===== config.mk =====
export PLATFORM = sky130hd
export DESIGN_NAME = fifo_page_buffer_tracker_unit
export DESIGN_NICKNAME = d
export VERILOG_FILES = /design/src/rtl/fpbt_pkg.sv /design/src/rtl/fpbt_ctrl.sv /design/src/rtl/fpbt_dp.sv /design/src/rtl/fifo_page_buffer_tracker_unit.sv
export SDC_FILE = /design/constraint.sdc
export NUM_CORES = 2
export LEC_CHECK = 0
export BUFFER_PORTS_ARGS = -buffer_cell sky130_fd_sc_hd__buf_2
export CAP_MARGIN = 25
export CELL_PAD_IN_SITES_DETAIL_PLACEMENT = 0
export CELL_PAD_IN_SITES_GLOBAL_PLACEMENT = 1
export CORE_MARGIN = 3
export CORE_UTILIZATION = 25
export DETAILED_ROUTE_END_ITERATION = 7
export PLACE_DENSITY = 0.54
export SETUP_SLACK_MARGIN = 0.15
export SYNTH_ARGS = -nofsm -noshare
export SYNTH_HDL_FRONTEND = slang
export SYNTH_SLANG_ARGS = --single-unit

===== constraint.sdc =====
create_clock -name clock -period 12.97 [get_ports clock]
set_input_delay 0.6485 -clock clock [delete_from_list [all_inputs] [get_ports clock]]
set_output_delay 0.6485 -clock clock [all_outputs]
set_load 0.05 [all_outputs]

===== src/rtl/fpbt_pkg.sv =====
package fpbt_pkg;

   localparam int ADDR_W    = 48;
   localparam int ADDR_BITS = 48;
   localparam int ENT_W     = 5;
   localparam int SHIFT_W   = 5;
   localparam int KIND_W    = 2;
   localparam int CSR_IDX_W = 2;

   // Addresses are kept to ADDR_BITS bits inside the 48-bit fields
   localparam logic [ADDR_W-1:0] ADDR_MASK = (ADDR_BITS >= ADDR_W) ? {ADDR_W{1'b1}} :
      ADDR_W'((64'd1 << ADDR_BITS) - 64'd1);

   typedef logic [KIND_W-1:0] kind_type;

   localparam kind_type KIND_HIT   = 2'd0;
   localparam kind_type KIND_FILL  = 2'd1;
   localparam kind_type KIND_EVICT = 2'd2;
   localparam kind_type KIND_DONE  = 2'd3;

   localparam logic [CSR_IDX_W-1:0] CSR_ENTRIES = 2'd0;
   localparam logic [CSR_IDX_W-1:0] CSR_SHIFT   = 2'd1;
   localparam logic [CSR_IDX_W-1:0] CSR_BASE    = 2'd2;

   localparam logic [ENT_W-1:0]   ENTRIES_RESET = 5'd16;
   localparam logic [SHIFT_W-1:0] SHIFT_RESET   = 5'd12;

   typedef struct packed {
      logic     capture;
      logic     out_load;
      kind_type out_kind;
      logic     rd_scan;
      logic     evict_clear;
      logic     fill;
      logic     hit_mark;
      logic     scan_adv;
   } cmd_type;

   typedef struct packed {
      logic is_flush;
      logic hit;
      logic ptr_valid;
      logic scan_valid;
      logic scan_last;
      logic out_free;
   } status_type;

endpackage


===== src/rtl/fpbt_ctrl.sv =====
module fpbt_ctrl (
   input  logic                 clock,
   input  logic                 reset,
   input  logic                 req_valid,
   output logic                 req_stall,
   input  fpbt_pkg::status_type status,
   output fpbt_pkg::cmd_type    cmd
);
   import fpbt_pkg::*;

   localparam logic [2:0] S_IDLE  = 3'd0;
   localparam logic [2:0] S_LOOK  = 3'd1;
   localparam logic [2:0] S_FILL  = 3'd2;
   localparam logic [2:0] S_FLUSH = 3'd3;
   localparam logic [2:0] S_DONE  = 3'd4;

   logic [2:0] state_ff;
   logic [2:0] state_in;

   assign req_stall = (state_ff != S_IDLE);

   always_comb begin
      cmd          = '0;
      cmd.out_kind = KIND_HIT;
      state_in     = state_ff;
      unique case (state_ff)
         S_IDLE: begin
            if (req_valid) begin
               cmd.capture = 1'b1;
               state_in    = S_LOOK;
            end
         end
         S_LOOK: begin
            if (status.is_flush) begin
               state_in = S_FLUSH;
            end else if (status.out_free) begin
               cmd.out_load = 1'b1;
               if (status.hit) begin
                  cmd.out_kind = KIND_HIT;
                  cmd.hit_mark = 1'b1;
                  state_in     = S_IDLE;
               end else if (status.ptr_valid) begin
                  cmd.out_kind = KIND_EVICT;
                  state_in     = S_FILL;
               end else begin
                  cmd.out_kind = KIND_FILL;
                  cmd.fill     = 1'b1;
                  state_in     = S_IDLE;
               end
            end
         end
         S_FILL: begin
            if (status.out_free) begin
               cmd.out_load = 1'b1;
               cmd.out_kind = KIND_FILL;
               cmd.fill     = 1'b1;
               state_in     = S_IDLE;
            end
         end
         S_FLUSH: begin
            cmd.rd_scan = 1'b1;
            // occupied slot: wait for the output register, then evict it
            if (!status.scan_valid || status.out_free) begin
               if (status.scan_valid) begin
                  cmd.out_load    = 1'b1;
                  cmd.out_kind    = KIND_EVICT;
                  cmd.evict_clear = 1'b1;
               end
               if (status.scan_last) begin
                  state_in = S_DONE;
               end else begin
                  cmd.scan_adv = 1'b1;
               end
            end
         end
         S_DONE: begin
            if (status.out_free) begin
               cmd.out_load = 1'b1;
               cmd.out_kind = KIND_DONE;
               state_in     = S_IDLE;
            end
         end
         default: begin
            state_in = S_IDLE;
         end
      endcase
   end

   always_ff @(posedge clock) begin
      if (reset) begin
         state_ff <= S_IDLE;
      end else begin
         state_ff <= state_in;
      end
   end

endmodule


===== src/rtl/fpbt_dp.sv =====
module fpbt_dp #(
   parameter int BUF_DEPTH = 16
) (
   input  logic                                 clock,
   input  logic                                 reset,
   input  fpbt_pkg::cmd_type                    cmd,
   output fpbt_pkg::status_type                 status,
   input  logic                                 req_opcode,
   input  logic [fpbt_pkg::ADDR_W-1:0]          req_fault_address,
   input  logic                                 req_protect_fault,
   input  logic                                 req_write_fault,
   output logic                                 rsp_valid,
   input  logic                                 rsp_stall,
   output logic [fpbt_pkg::KIND_W-1:0]          rsp_result_kind,
   output logic [fpbt_pkg::ADDR_W-1:0]          rsp_page_base,
   output logic [fpbt_pkg::ADDR_W-1:0]          rsp_backing_offset,
   output logic                                 rsp_write_access,
   output logic                                 rsp_writeback,
   output logic                                 rsp_last,
   input  logic                                 csr_valid,
   input  logic [fpbt_pkg::CSR_IDX_W-1:0]       csr_index,
   input  logic [fpbt_pkg::ADDR_W-1:0]          csr_data
);
   import fpbt_pkg::*;

   localparam int PTR_W = (BUF_DEPTH > 1) ? $clog2(BUF_DEPTH) : 1;
   localparam int CNT_W = $clog2(BUF_DEPTH + 1);
   localparam int CMP_W = ((CNT_W > ENT_W) ? CNT_W : ENT_W) + 1;

   // configuration
   logic [ENT_W-1:0]   entries_ff;
   logic [SHIFT_W-1:0] shift_ff;
   logic [ADDR_W-1:0]  base_ff;

   // captured request
   logic              flush_ff;
   logic [ADDR_W-1:0] page_ff;
   logic              wa_ff;

   // slot table
   logic [ADDR_W-1:0]    slot_page_ff [BUF_DEPTH];
   logic [BUF_DEPTH-1:0] valid_ff;
   logic [BUF_DEPTH-1:0] valid_in;
   logic [BUF_DEPTH-1:0] dirty_ff;
   logic [BUF_DEPTH-1:0] dirty_in;
   logic [BUF_DEPTH-1:0] hit_vec;

   logic [PTR_W-1:0] fill_ptr_ff;
   logic [PTR_W-1:0] scan_ff;

   // output register
   logic              out_valid_ff;
   kind_type          out_kind_ff;
   logic [ADDR_W-1:0] out_page_ff;
   logic [ADDR_W-1:0] out_offset_ff;
   logic              out_wa_ff;
   logic              out_wb_ff;
   logic              out_last_ff;

   logic [CMP_W-1:0]  ent_ext;
   logic [CMP_W-1:0]  eff_ent;
   logic [CMP_W-1:0]  ptr_inc;
   logic [PTR_W-1:0]  ptr_use;
   logic [PTR_W-1:0]  ptr_next;
   logic [PTR_W-1:0]  rd_idx;
   logic [ADDR_W-1:0] out_page;
   logic [ADDR_W-1:0] out_offset;
   logic              out_wa;
   logic              out_wb;
   logic              out_last;
   logic              out_free;

   // pointer wraps modulo the effective entry count
   always_comb begin
      ent_ext = CMP_W'(entries_ff);
      if (ent_ext == '0) begin
         eff_ent = CMP_W'(1);
      end else if (ent_ext > CMP_W'(BUF_DEPTH)) begin
         eff_ent = CMP_W'(BUF_DEPTH);
      end else begin
         eff_ent = ent_ext;
      end
      ptr_use  = (CMP_W'(fill_ptr_ff) >= eff_ent) ? '0 : fill_ptr_ff;
      ptr_inc  = CMP_W'(ptr_use) + CMP_W'(1);
      ptr_next = (ptr_inc >= eff_ent) ? '0 : PTR_W'(ptr_inc);
      rd_idx   = cmd.rd_scan ? scan_ff : ptr_use;
   end

   always_comb begin
      for (int i = 0; i < BUF_DEPTH; i++) begin
         hit_vec[i] = valid_ff[i] && (slot_page_ff[i] == page_ff);
      end
   end

   assign out_free = !out_valid_ff || !rsp_stall;

   always_comb begin
      status.is_flush   = flush_ff;
      status.hit        = |hit_vec;
      status.ptr_valid  = valid_ff[ptr_use];
      status.scan_valid = valid_ff[scan_ff];
      status.scan_last  = (scan_ff == PTR_W'(BUF_DEPTH - 1));
      status.out_free   = out_free;
   end

   always_comb begin
      valid_in = valid_ff;
      dirty_in = dirty_ff;
      if (cmd.hit_mark && wa_ff) begin
         dirty_in = dirty_ff | hit_vec;
      end
      if (cmd.fill) begin
         valid_in[ptr_use] = 1'b1;
         dirty_in[ptr_use] = wa_ff;
      end
      if (cmd.evict_clear) begin
         valid_in[scan_ff] = 1'b0;
         dirty_in[scan_ff] = 1'b0;
      end
   end

   always_comb begin
      out_page = page_ff;
      out_wa   = wa_ff;
      out_wb   = 1'b0;
      out_last = 1'b1;
      case (cmd.out_kind)
         KIND_EVICT: begin
            out_page = slot_page_ff[rd_idx];
            out_wa   = 1'b0;
            out_wb   = dirty_ff[rd_idx];
            out_last = 1'b0;
         end
         KIND_DONE: begin
            out_page = '0;
            out_wa   = 1'b0;
         end
         default: begin
         end
      endcase
      out_offset = (out_page - base_ff) & ADDR_MASK;
      if (cmd.out_kind == KIND_DONE) begin
         out_offset = '0;
      end
   end

   always_ff @(posedge clock) begin
      if (reset) begin
         entries_ff   <= ENTRIES_RESET;
         shift_ff     <= SHIFT_RESET;
         base_ff      <= '0;
         valid_ff     <= '0;
         dirty_ff     <= '0;
         fill_ptr_ff  <= '0;
         scan_ff      <= '0;
         out_valid_ff <= 1'b0;
      end else begin
         if (csr_valid) begin
            case (csr_index)
               CSR_ENTRIES: entries_ff <= csr_data[ENT_W-1:0];
               CSR_SHIFT:   shift_ff   <= csr_data[SHIFT_W-1:0];
               CSR_BASE:    base_ff    <= csr_data;
               default: begin
               end
            endcase
         end
         valid_ff <= valid_in;
         dirty_ff <= dirty_in;
         if (cmd.fill) begin
            fill_ptr_ff <= ptr_next;
         end
         if (cmd.capture) begin
            scan_ff <= '0;
         end else if (cmd.scan_adv) begin
            scan_ff <= scan_ff + PTR_W'(1);
         end
         if (cmd.out_load) begin
            out_valid_ff <= 1'b1;
         end else if (!rsp_stall) begin
            out_valid_ff <= 1'b0;
         end
      end
   end

   always_ff @(posedge clock) begin
      if (cmd.capture) begin
         flush_ff <= req_opcode;
         page_ff  <= req_fault_address & ({ADDR_W{1'b1}} << shift_ff) & ADDR_MASK;
         wa_ff    <= req_protect_fault | req_write_fault;
      end
      if (cmd.fill) begin
         slot_page_ff[ptr_use] <= page_ff;
      end
      if (cmd.out_load) begin
         out_kind_ff   <= cmd.out_kind;
         out_page_ff   <= out_page;
         out_offset_ff <= out_offset;
         out_wa_ff     <= out_wa;
         out_wb_ff     <= out_wb;
         out_last_ff   <= out_last;
      end
   end

   assign rsp_valid          = out_valid_ff;
   assign rsp_result_kind    = out_kind_ff;
   assign rsp_page_base      = out_page_ff;
   assign rsp_backing_offset = out_offset_ff;
   assign rsp_write_access   = out_wa_ff;
   assign rsp_writeback      = out_wb_ff;
   assign rsp_last           = out_last_ff;

endmodule


===== src/rtl/fifo_page_buffer_tracker_unit.sv =====
// Channel   Handshake             Beat contents
// req       req_valid/req_stall   opcode, fault_address, protect_fault, write_fault
// rsp       rsp_valid/rsp_stall   result_kind, page_base, backing_offset,
//                                 write_access, writeback, last
// csr       csr_valid/csr_ready   csr_index, csr_data
//
// One item at a time. A hit or a fill into an empty slot is answered in S_LOOK;
// an eviction sends its evict beat there and the fill beat from S_FILL. A flush
// scans one slot per cycle through the single slot read port, then sends done.
// Synchronous reset empties the table, zeroes the fill pointer and loads the
// register defaults. A stall on rsp holds the output register and pauses the
// sequencer; req_stall is high from acceptance until the last beat is loaded.
module fifo_page_buffer_tracker_unit #(
   parameter int BUF_DEPTH = 16
) (
   input  logic                           clock,
   input  logic                           reset,
   input  logic                           req_valid,
   output logic                           req_stall,
   input  logic                           req_opcode,
   input  logic [fpbt_pkg::ADDR_W-1:0]    req_fault_address,
   input  logic                           req_protect_fault,
   input  logic                           req_write_fault,
   output logic                           rsp_valid,
   input  logic                           rsp_stall,
   output logic [fpbt_pkg::KIND_W-1:0]    rsp_result_kind,
   output logic [fpbt_pkg::ADDR_W-1:0]    rsp_page_base,
   output logic [fpbt_pkg::ADDR_W-1:0]    rsp_backing_offset,
   output logic                           rsp_write_access,
   output logic                           rsp_writeback,
   output logic                           rsp_last,
   input  logic                           csr_valid,
   output logic                           csr_ready,
   input  logic [fpbt_pkg::CSR_IDX_W-1:0] csr_index,
   input  logic [fpbt_pkg::ADDR_W-1:0]    csr_data
);
   import fpbt_pkg::*;

   cmd_type    cmd;
   status_type status;

   assign csr_ready = 1'b1;

   fpbt_ctrl u_ctrl (
      .clock     (clock),
      .reset     (reset),
      .req_valid (req_valid),
      .req_stall (req_stall),
      .status    (status),
      .cmd       (cmd)
   );

   fpbt_dp #(
      .BUF_DEPTH (BUF_DEPTH)
   ) u_dp (
      .clock              (clock),
      .reset              (reset),
      .cmd                (cmd),
      .status             (status),
      .req_opcode         (req_opcode),
      .req_fault_address  (req_fault_address),
      .req_protect_fault  (req_protect_fault),
      .req_write_fault    (req_write_fault),
      .rsp_valid          (rsp_valid),
      .rsp_stall          (rsp_stall),
      .rsp_result_kind    (rsp_result_kind),
      .rsp_page_base      (rsp_page_base),
      .rsp_backing_offset (rsp_backing_offset),
      .rsp_write_access   (rsp_write_access),
      .rsp_writeback      (rsp_writeback),
      .rsp_last           (rsp_last),
      .csr_valid          (csr_valid),
      .csr_index          (csr_index),
      .csr_data           (csr_data)
   );

endmodule


Word level (Yosys, flattened, before mapping)

Memories as Yosys holds them, arrays and structs flattened.
Cells that the tools add are included.
W data, S select, Z words.

Memory bits (writable): 768
Logic and storage cells: 166
Memories kept: 1
Register bits after elaboration: 253
Bits in read-only memories: 0
Bits in latches: 0

Reduce and logical (&&, ||, !) cells: 36
Multiply operators: 0
Divide/modulo/power cells: 0
Muxes and demuxes: 61
Order comparisons: 8
Add/sub/neg operators: 3
Shift-type cells: 1
Bitwise logic cells: 7
Equality and inequality tests: 31

Memories:

| name              | depth | width | rd ports | clocked after memory_dff | wr ports | line          | source |
|---|---|---|---|---|---|---|---|
| u_dp.slot_page_ff | 16    | 48    | 17       | 0                        | 1        | fpbt_dp.sv:41 | `logic [ADDR_W-1:0] slot_page_ff [BUF_DEPTH];` |

Operators by type and width:

| kind                    | number |
|---|---|
| $eq A48 B48 Y1          | 16 |
| $pmux W48 S2            | 1 |
| $mux W16                | 5 |
| $and A48 B48 Y48        | 1 |
| $shl A48 B5 Y48 const A | 1 |
| $sub A48 B48 Y48        | 1 |
| $mux W3                 | 12 |
| $and A16 B16 Y16        | 2 |
| $or A16 B16 Y16         | 2 |
| $pmux W3 S4             | 2 |
| $mux W1                 | 22 |
| $logic_and A1 B1 Y1     | 19 |
| $bwmux W16              | 1 |
| $not A16 Y16            | 1 |
| $reduce_or A16 Y1       | 1 |
| $lt A4 B5 Y1 const B    | 3 |
| $mux W2                 | 7 |
| $bmux W1 S4             | 3 |
| $mux W4                 | 3 |
| $demux W1 S4            | 2 |
| $ge A4 B1 Y1 const B    | 2 |
| $eq A2 B2 Y1 const B    | 3 |
| $eq A3 B2 Y1 const B    | 2 |
| $ge A4 B6 Y1            | 1 |
| 24 further kinds        | 34 |

Logic depth before layout (Yosys ltp)

Depth after elaboration: 18
Depth in mapped cells: 32
Depth with buffers taken out: 30

Cells and area by module

Synthesis repeated with hierarchy kept, for this count alone.

Cell total of the unflattened synthesis: 4,653
Area, all modules: 51,879.8 µm²

Modules (own cells, without submodules):

| module                        | cells each | area each (µm²) | times used | sequential area each (µm²) |
|---|---|---|---|---|
| fpbt_dp                       | 4,597      | 51,453.1        | 1          | 29,578.4 |
| fpbt_ctrl                     | 54         | 415.4           | 1          | 60.1 |
| fifo_page_buffer_tracker_unit | 2          | 11.3            | 1          | 0.0 |

Worst setup path after synthesis

Ideal clock, no wire load.

Path type: flip-flop to flip-flop
Start: register u_dp.fill_ptr_ff[0]
End: register u_dp.out_offset_ff[43], in the netlist u_dp.rsp_backing_offset[43] (data pin)
Setup time: 0.266 ns
Stages on the path, launching flop included: 29
Data required time: 12.704 ns
Period minus slack after synthesis: 6.417 ns
Setup slack: 6.553 ns
Arrival: 6.151 ns
Cells stage by stage: dfxtp_1 > clkbuf_1 > inv_1 > ha_1 > nand2b_1 > a31oi_2 > o21ai_1 > a2111oi_0 > o21ai_1 > a32oi_1 > a221oi_1 > o311ai_4 > clkbuf_1 > buf_2 > nand3_1 > o21ai_0 > ha_1 > o21a_1 > o31a_1 > o41ai_2 > o21ai_1 > o31ai_1 > a31oi_1 > a21o_1 > a221oi_1 > inv_1 > a21oi_1 > xor2_1 > nor2_1

Longest elaborated chain between the ends: 12
Elaborated cells between the ends (all ways): 15
Those cells by class: 1 x add/sub; 1 x order compare; 2 x eq/ne; 10 x mux; 1 x memory

RTL lines:

| item                          | line            | source |
|---|---|---|
| start, declared               | fpbt_dp.sv:48   | `logic [PTR_W-1:0] fill_ptr_ff;` |
| start signal, assigned        | fpbt_dp.sv:170  | `fill_ptr_ff <= ptr_next;` |
| $ge A4 B6 Y1                  | fpbt_dp.sv:83   | `ptr_use = (CMP_W'(fill_ptr_ff) >= eff_ent) ? '0 : fill_ptr_ff;` |
| $mux W4 *                     | fpbt_dp.sv:83   |  |
| $bmux W1 S4                   | fpbt_dp.sv:100  | `status.ptr_valid = valid_ff[ptr_use];` |
| $mux W1 (implied by the code) | fpbt_dp.sv:100  |  |
| $mux W2                       | fpbt_ctrl.sv:42 | `end else if (status.ptr_valid) begin` |
| $mux W2                       | fpbt_ctrl.sv:38 | `if (status.hit) begin` |
| $mux W3                       | fpbt_ctrl.sv:36 | `end else if (status.out_free) begin` |
| $mux W3                       | fpbt_ctrl.sv:34 | `if (status.is_flush) begin` |
| $pmux W3 S4                   | fpbt_ctrl.sv:26 | `unique case (state_ff)` |
| $eq A2 B2 Y1                  | fpbt_dp.sv:127  | `case (cmd.out_kind)` |
| $pmux W48 S2 *                | fpbt_dp.sv:127  |  |
| named net u_dp.out_page[2]    | fpbt_dp.sv:66   | `logic [ADDR_W-1:0] out_page;` |
| $sub A48 B48 Y48 *            | fpbt_dp.sv:141  | `out_offset = (out_page - base_ff) & ADDR_MASK;` |
| end signal, assigned          | fpbt_dp.sv:197  | `out_offset_ff <= out_offset;` |
| end, declared                 | fpbt_dp.sv:55   | `logic [ADDR_W-1:0] out_offset_ff;` |

The timed path passes the listed nets; every way through them passes the cells marked *. The select of a mux whose other input is x is not followed.
A chain may end at the register's enable or synchronous reset.

Worst setup path in the final report

Same ends and word-level chain as after synthesis.

==> flow_metrics.env <==
export IMPL_outcome="completed"
export IMPL_nets=5116
export IMPL_placed_cell_area_um2=56870
export IMPL_cp_startpoint="u_dp.fill_ptr_ff[0]$_SDFFE_PP0P_"
export IMPL_end_kind="flip-flop"
export IMPL_area_growth_pct=15.74
export IMPL_insertion_delay_ns=0.78
export IMPL_ys_warn_count=0
export IMPL_place_gp_congestion=1.004
export IMPL_hold_viol=0
export IMPL_clock_path_buffers=3
export IMPL_multi_input_area_um2=20860
export IMPL_ys_ff_latch=1021
export IMPL_async_flop_share_pct=0
export IMPL_syn_cell_area_um2=52370
export IMPL_synth_nets=4967
export IMPL_maxCapViolCount=0
export IMPL_grt_overflow=0
export IMPL_ys_seq_area_share_pct=56.59
export IMPL_yosysUniqueCellTypes=83
export IMPL_root_buffer="clkbuf_16"
export IMPL_regArea_um2=29640
export IMPL_rsz0062_at_grt="false"
export IMPL_cp_arrival_ns=9.66
export IMPL_fin_crit_sh_pct=70.78
export IMPL_drc=0
export IMPL_finClkSkew_ns=0.03786
export IMPL_tritoncts="built"
export IMPL_synth_top_area_cell="edfxtp_1"
export IMPL_final_antenna_net_count=0
export IMPL_portBuffers=208
export IMPL_ctsHtreeMaxLevel=3
export IMPL_yosys_top_cells_area="edfxtp_1 53%, xor2_1 6.6%, nand2_1 6.4%"
export IMPL_drv_slew=0
export IMPL_worst_pin_slew_ns=1.207
export IMPL_met3_length_mm=21.70
export IMPL_power_density_nw_per_um2=138.3
export IMPL_wirelength_met1_mm=105.5
export IMPL_path_class="reg2reg"
export IMPL_fmax_mhz=108.9
export IMPL_p_leak_nw=20.62
export IMPL_r2r_slack_ns=3.79
export IMPL_crit_reg2reg_launch="u_dp.fill_ptr_ff[0]$_SDFFE_PP0P_"
export IMPL_min_path_type="in2reg"
export IMPL_final_common_cell="edfxtp_1"
export IMPL_grt_pass1_vias=39205
export IMPL_drive_gt1_share_pct=11.91
export IMPL_post_cts_buffers=0
export IMPL_clk_pin_slew_worst_paths_ns=0.06
export IMPL_fin_setup_tns_ns=0
export IMPL_initial_core_util_pct=25.22
export IMPL_clock_sinks=1021
export IMPL_setup_violations=0
export IMPL_synth_edff_count=919
export IMPL_viasPerCell=5.303
export IMPL_die_w_um=463.7
export IMPL_avgRoutedWirePerCell_um=32.10
export IMPL_synth_avg_cell_area_um2=10.92
export IMPL_cts_resized=0
export IMPL_grt_total_usage_pct=22.45
export IMPL_wl_mm=251.4
export IMPL_cts_inserted_buffers=112
export IMPL_min_period_ns=9.180
export IMPL_r2r_end="u_dp.rsp_backing_offset[43]$_SDFFCE_PP0P_"
export IMPL_vias=41528
export IMPL_dr_pass1_iters=6
export IMPL_power_mw=8.381
export IMPL_synth_flop_cell="edfxtp_1"
export IMPL_synth_top_area_share_pct=52.69
export IMPL_dieArea_um2=215000
export IMPL_grt_pass1_wl_mm=339.1
export IMPL_holdBufCountCts=4
export IMPL_die_h_um=463.7
export IMPL_crit_path_end="u_dp.rsp_backing_offset[43]$_SDFFCE_PP0P_"
export IMPL_syn_inst=4796
export IMPL_required_ns=13.45
export IMPL_wl_met2_mm=111.3
export IMPL_design_area_um2=60610
export IMPL_routed_top_layer="met5"
export IMPL_coreArea_um2=207700
export IMPL_path_max_fanout=32
export IMPL_drt_first_iter_violations=6109
export IMPL_layout_common_cells="919 x edfxtp_1, 898 x nand2_1, 397 x xor2_1"
export IMPL_ioPinCount=210
export IMPL_num_rows=167
export IMPL_ff2ff_path_depth=27
export IMPL_slew_headroom_pct=18.68
export IMPL_cp_start_kind="flip-flop"
export IMPL_peakVddDrop_v=0.0001014
export IMPL_antenna_found_initial=17
export IMPL_dp_hpwl_mm=180.1
export IMPL_final_fill_count=21624
export IMPL_grt_max_degree=123
[worst max-delay path, cell delays in order (launching register included)]
cell and delay (ns):
dfxtp_1 0.58, inv_1 0.19, ha_1 0.31, nand2b_1 0.10, a31oi_2 0.15, o21a_2 0.34, nand2_1 0.52, o21a_4 0.52
buf_4 0.53, and3_1 0.25, a311oi_1 0.06, a31oi_1 0.64, a21oi_1 0.31, nand3_1 0.14, o21ai_0 0.28, ha_1 0.44
o21a_1 0.20, o31a_1 0.14, o41ai_2 0.56, o21ai_1 0.28, o31ai_1 0.79, a31oi_1 0.27, a21o_1 0.28, a221oi_1 0.41
inv_1 0.07, a21oi_1 0.17, xor2_1 0.19, nor2_1 0.06
[report_power, final]
group / internal [mW] / switching [mW] / leakage, nW
clock network: 1.85 / 1.46 / 1.78
registers: 3.69 / 0.0462 / 9.16
logic: 0.351 / 0.992 / 9.68
[synthesized netlist by cell type (15+ instances only)]
| master | n |
|---|---|
| nor2b_1 | 17 |
| nor3_1 | 44 |
| o22ai_1 | 34 |
| nand3_1 | 247 |
| a311oi_1 | 146 |
| nand2_1 | 898 |
| nand4_1 | 106 |
| o21ai_0 | 85 |
| nor4_1 | 121 |
| o21a_1 | 27 |
| a21oi_1 | 168 |
| inv_1 | 147 |
| a21o_1 | 32 |
| xor2_1 | 397 |
| dfxtp_1 | 102 |
| edfxtp_1 | 919 |
| buf_4 | 47 |
| mux2i_1 | 26 |
| ha_1 | 64 |
| xnor2_1 | 342 |
| buf_2 | 59 |
| o211ai_1 | 28 |
| a211oi_1 | 24 |
| nor3b_1 | 15 |
| clkbuf_1 | 196 |
| nor2_1 | 133 |
| and3_1 | 99 |
| a31oi_1 | 60 |
| buf_1 | 25 |
[metal layers]
layer | global-route usage, % | up-vias
met5 | 0 | -
met4 | 9.497 | 2
met3 | 4.089 | 414
met2 | 34.85 | 2385
met1 | 30.61 | 21114
li1 | - | 17613
[through the flow]
| step | utilization, % | std cells | hold WS, ns | setup slack [ns] |
|---|---|---|---|---|
| 6_report | 29.18 | 7831 | 0.04542 | 3.790 |
| 4_1_cts | 29.16 | 7823 | 0.002301 | 3.824 |
| 2_1_floorplan | - | 4796 | 0.4363 | 6.553 |
| 3_5_place_dp | 27.38 | 7611 | 0.4495 | 3.852 |
| 5_1_grt | 29.18 | 7827 | 0.01870 | 3.174 |
| 3_3_place_gp | 27.30 | 7590 | 0.4442 | 3.673 |
[kinds of logic after synthesis]
kind of cell | after synthesis | share of synthesized area [%]
adders and majority gates | 65 | 1.567
other | 1 | 0.007160
AOI/OAI and AO/OA | 698 | 9.186
xor gates and xnor gates | 740 | 12.39
muxes | 34 | 0.7836
and+or+nand+nor | 1747 | 15.41
buffers and inverters | 490 | 4.061
DFF | 1021 | 56.59
[layout make-up]
cell class / count / share of cell area [%]
Multi-Input combinational cell: 3285 / 34.41
Timing Repair Buffer: 366 / 3.903
Clock buffer: 145 / 4.997
Clock inverter: 63 / 1.020
Sequential cell: 1021 / 48.90
Inverter: 159 / 0.9970
Antenna cell: 4 / 0.01651
Tap cell: 2788 / 5.755
[how the worst min path moves through the flow]
stage	start	to	slack [ns]	cells past startpoint
after floorplan	u_dp.base_ff[10]$_SDFFE_PP0P_	u_dp.base_ff[10]$_SDFFE_PP0P_	0.44	2
after global placement	u_dp.base_ff[8]$_SDFFE_PP0P_	u_dp.base_ff[8]$_SDFFE_PP0P_	0.44	2
after detailed placement	u_dp.base_ff[23]$_SDFFE_PP0P_	u_dp.base_ff[23]$_SDFFE_PP0P_	0.45	2
after CTS	req_fault_address[37]	u_dp.page_ff[37]$_DFFE_PP_	0.002	1
after global routing	req_fault_address[43]	u_dp.page_ff[43]$_DFFE_PP_	0.02	1
final	req_fault_address[37]	u_dp.page_ff[37]$_DFFE_PP_	0.05	1
[state kept, by name, summed over array words and instances, names as in the netlist, 2 cells and up]
name and count:
u_dp.valid_ff 16, u_dp.base_ff 48, u_dp.rsp_backing_offset 48, u_dp.scan_ff 4, u_dp.fill_ptr_ff 4, u_dp.page_ff 48, u_dp.rsp_result_kind 2, u_dp.shift_ff 5
u_dp.rsp_page_base 48, u_ctrl.state_ff 3, u_dp.dirty_ff 16, u_dp.entries_ff 5, u_dp.slot_page_ff 768
No activity file was read; power rests on OpenSTA's default activity.
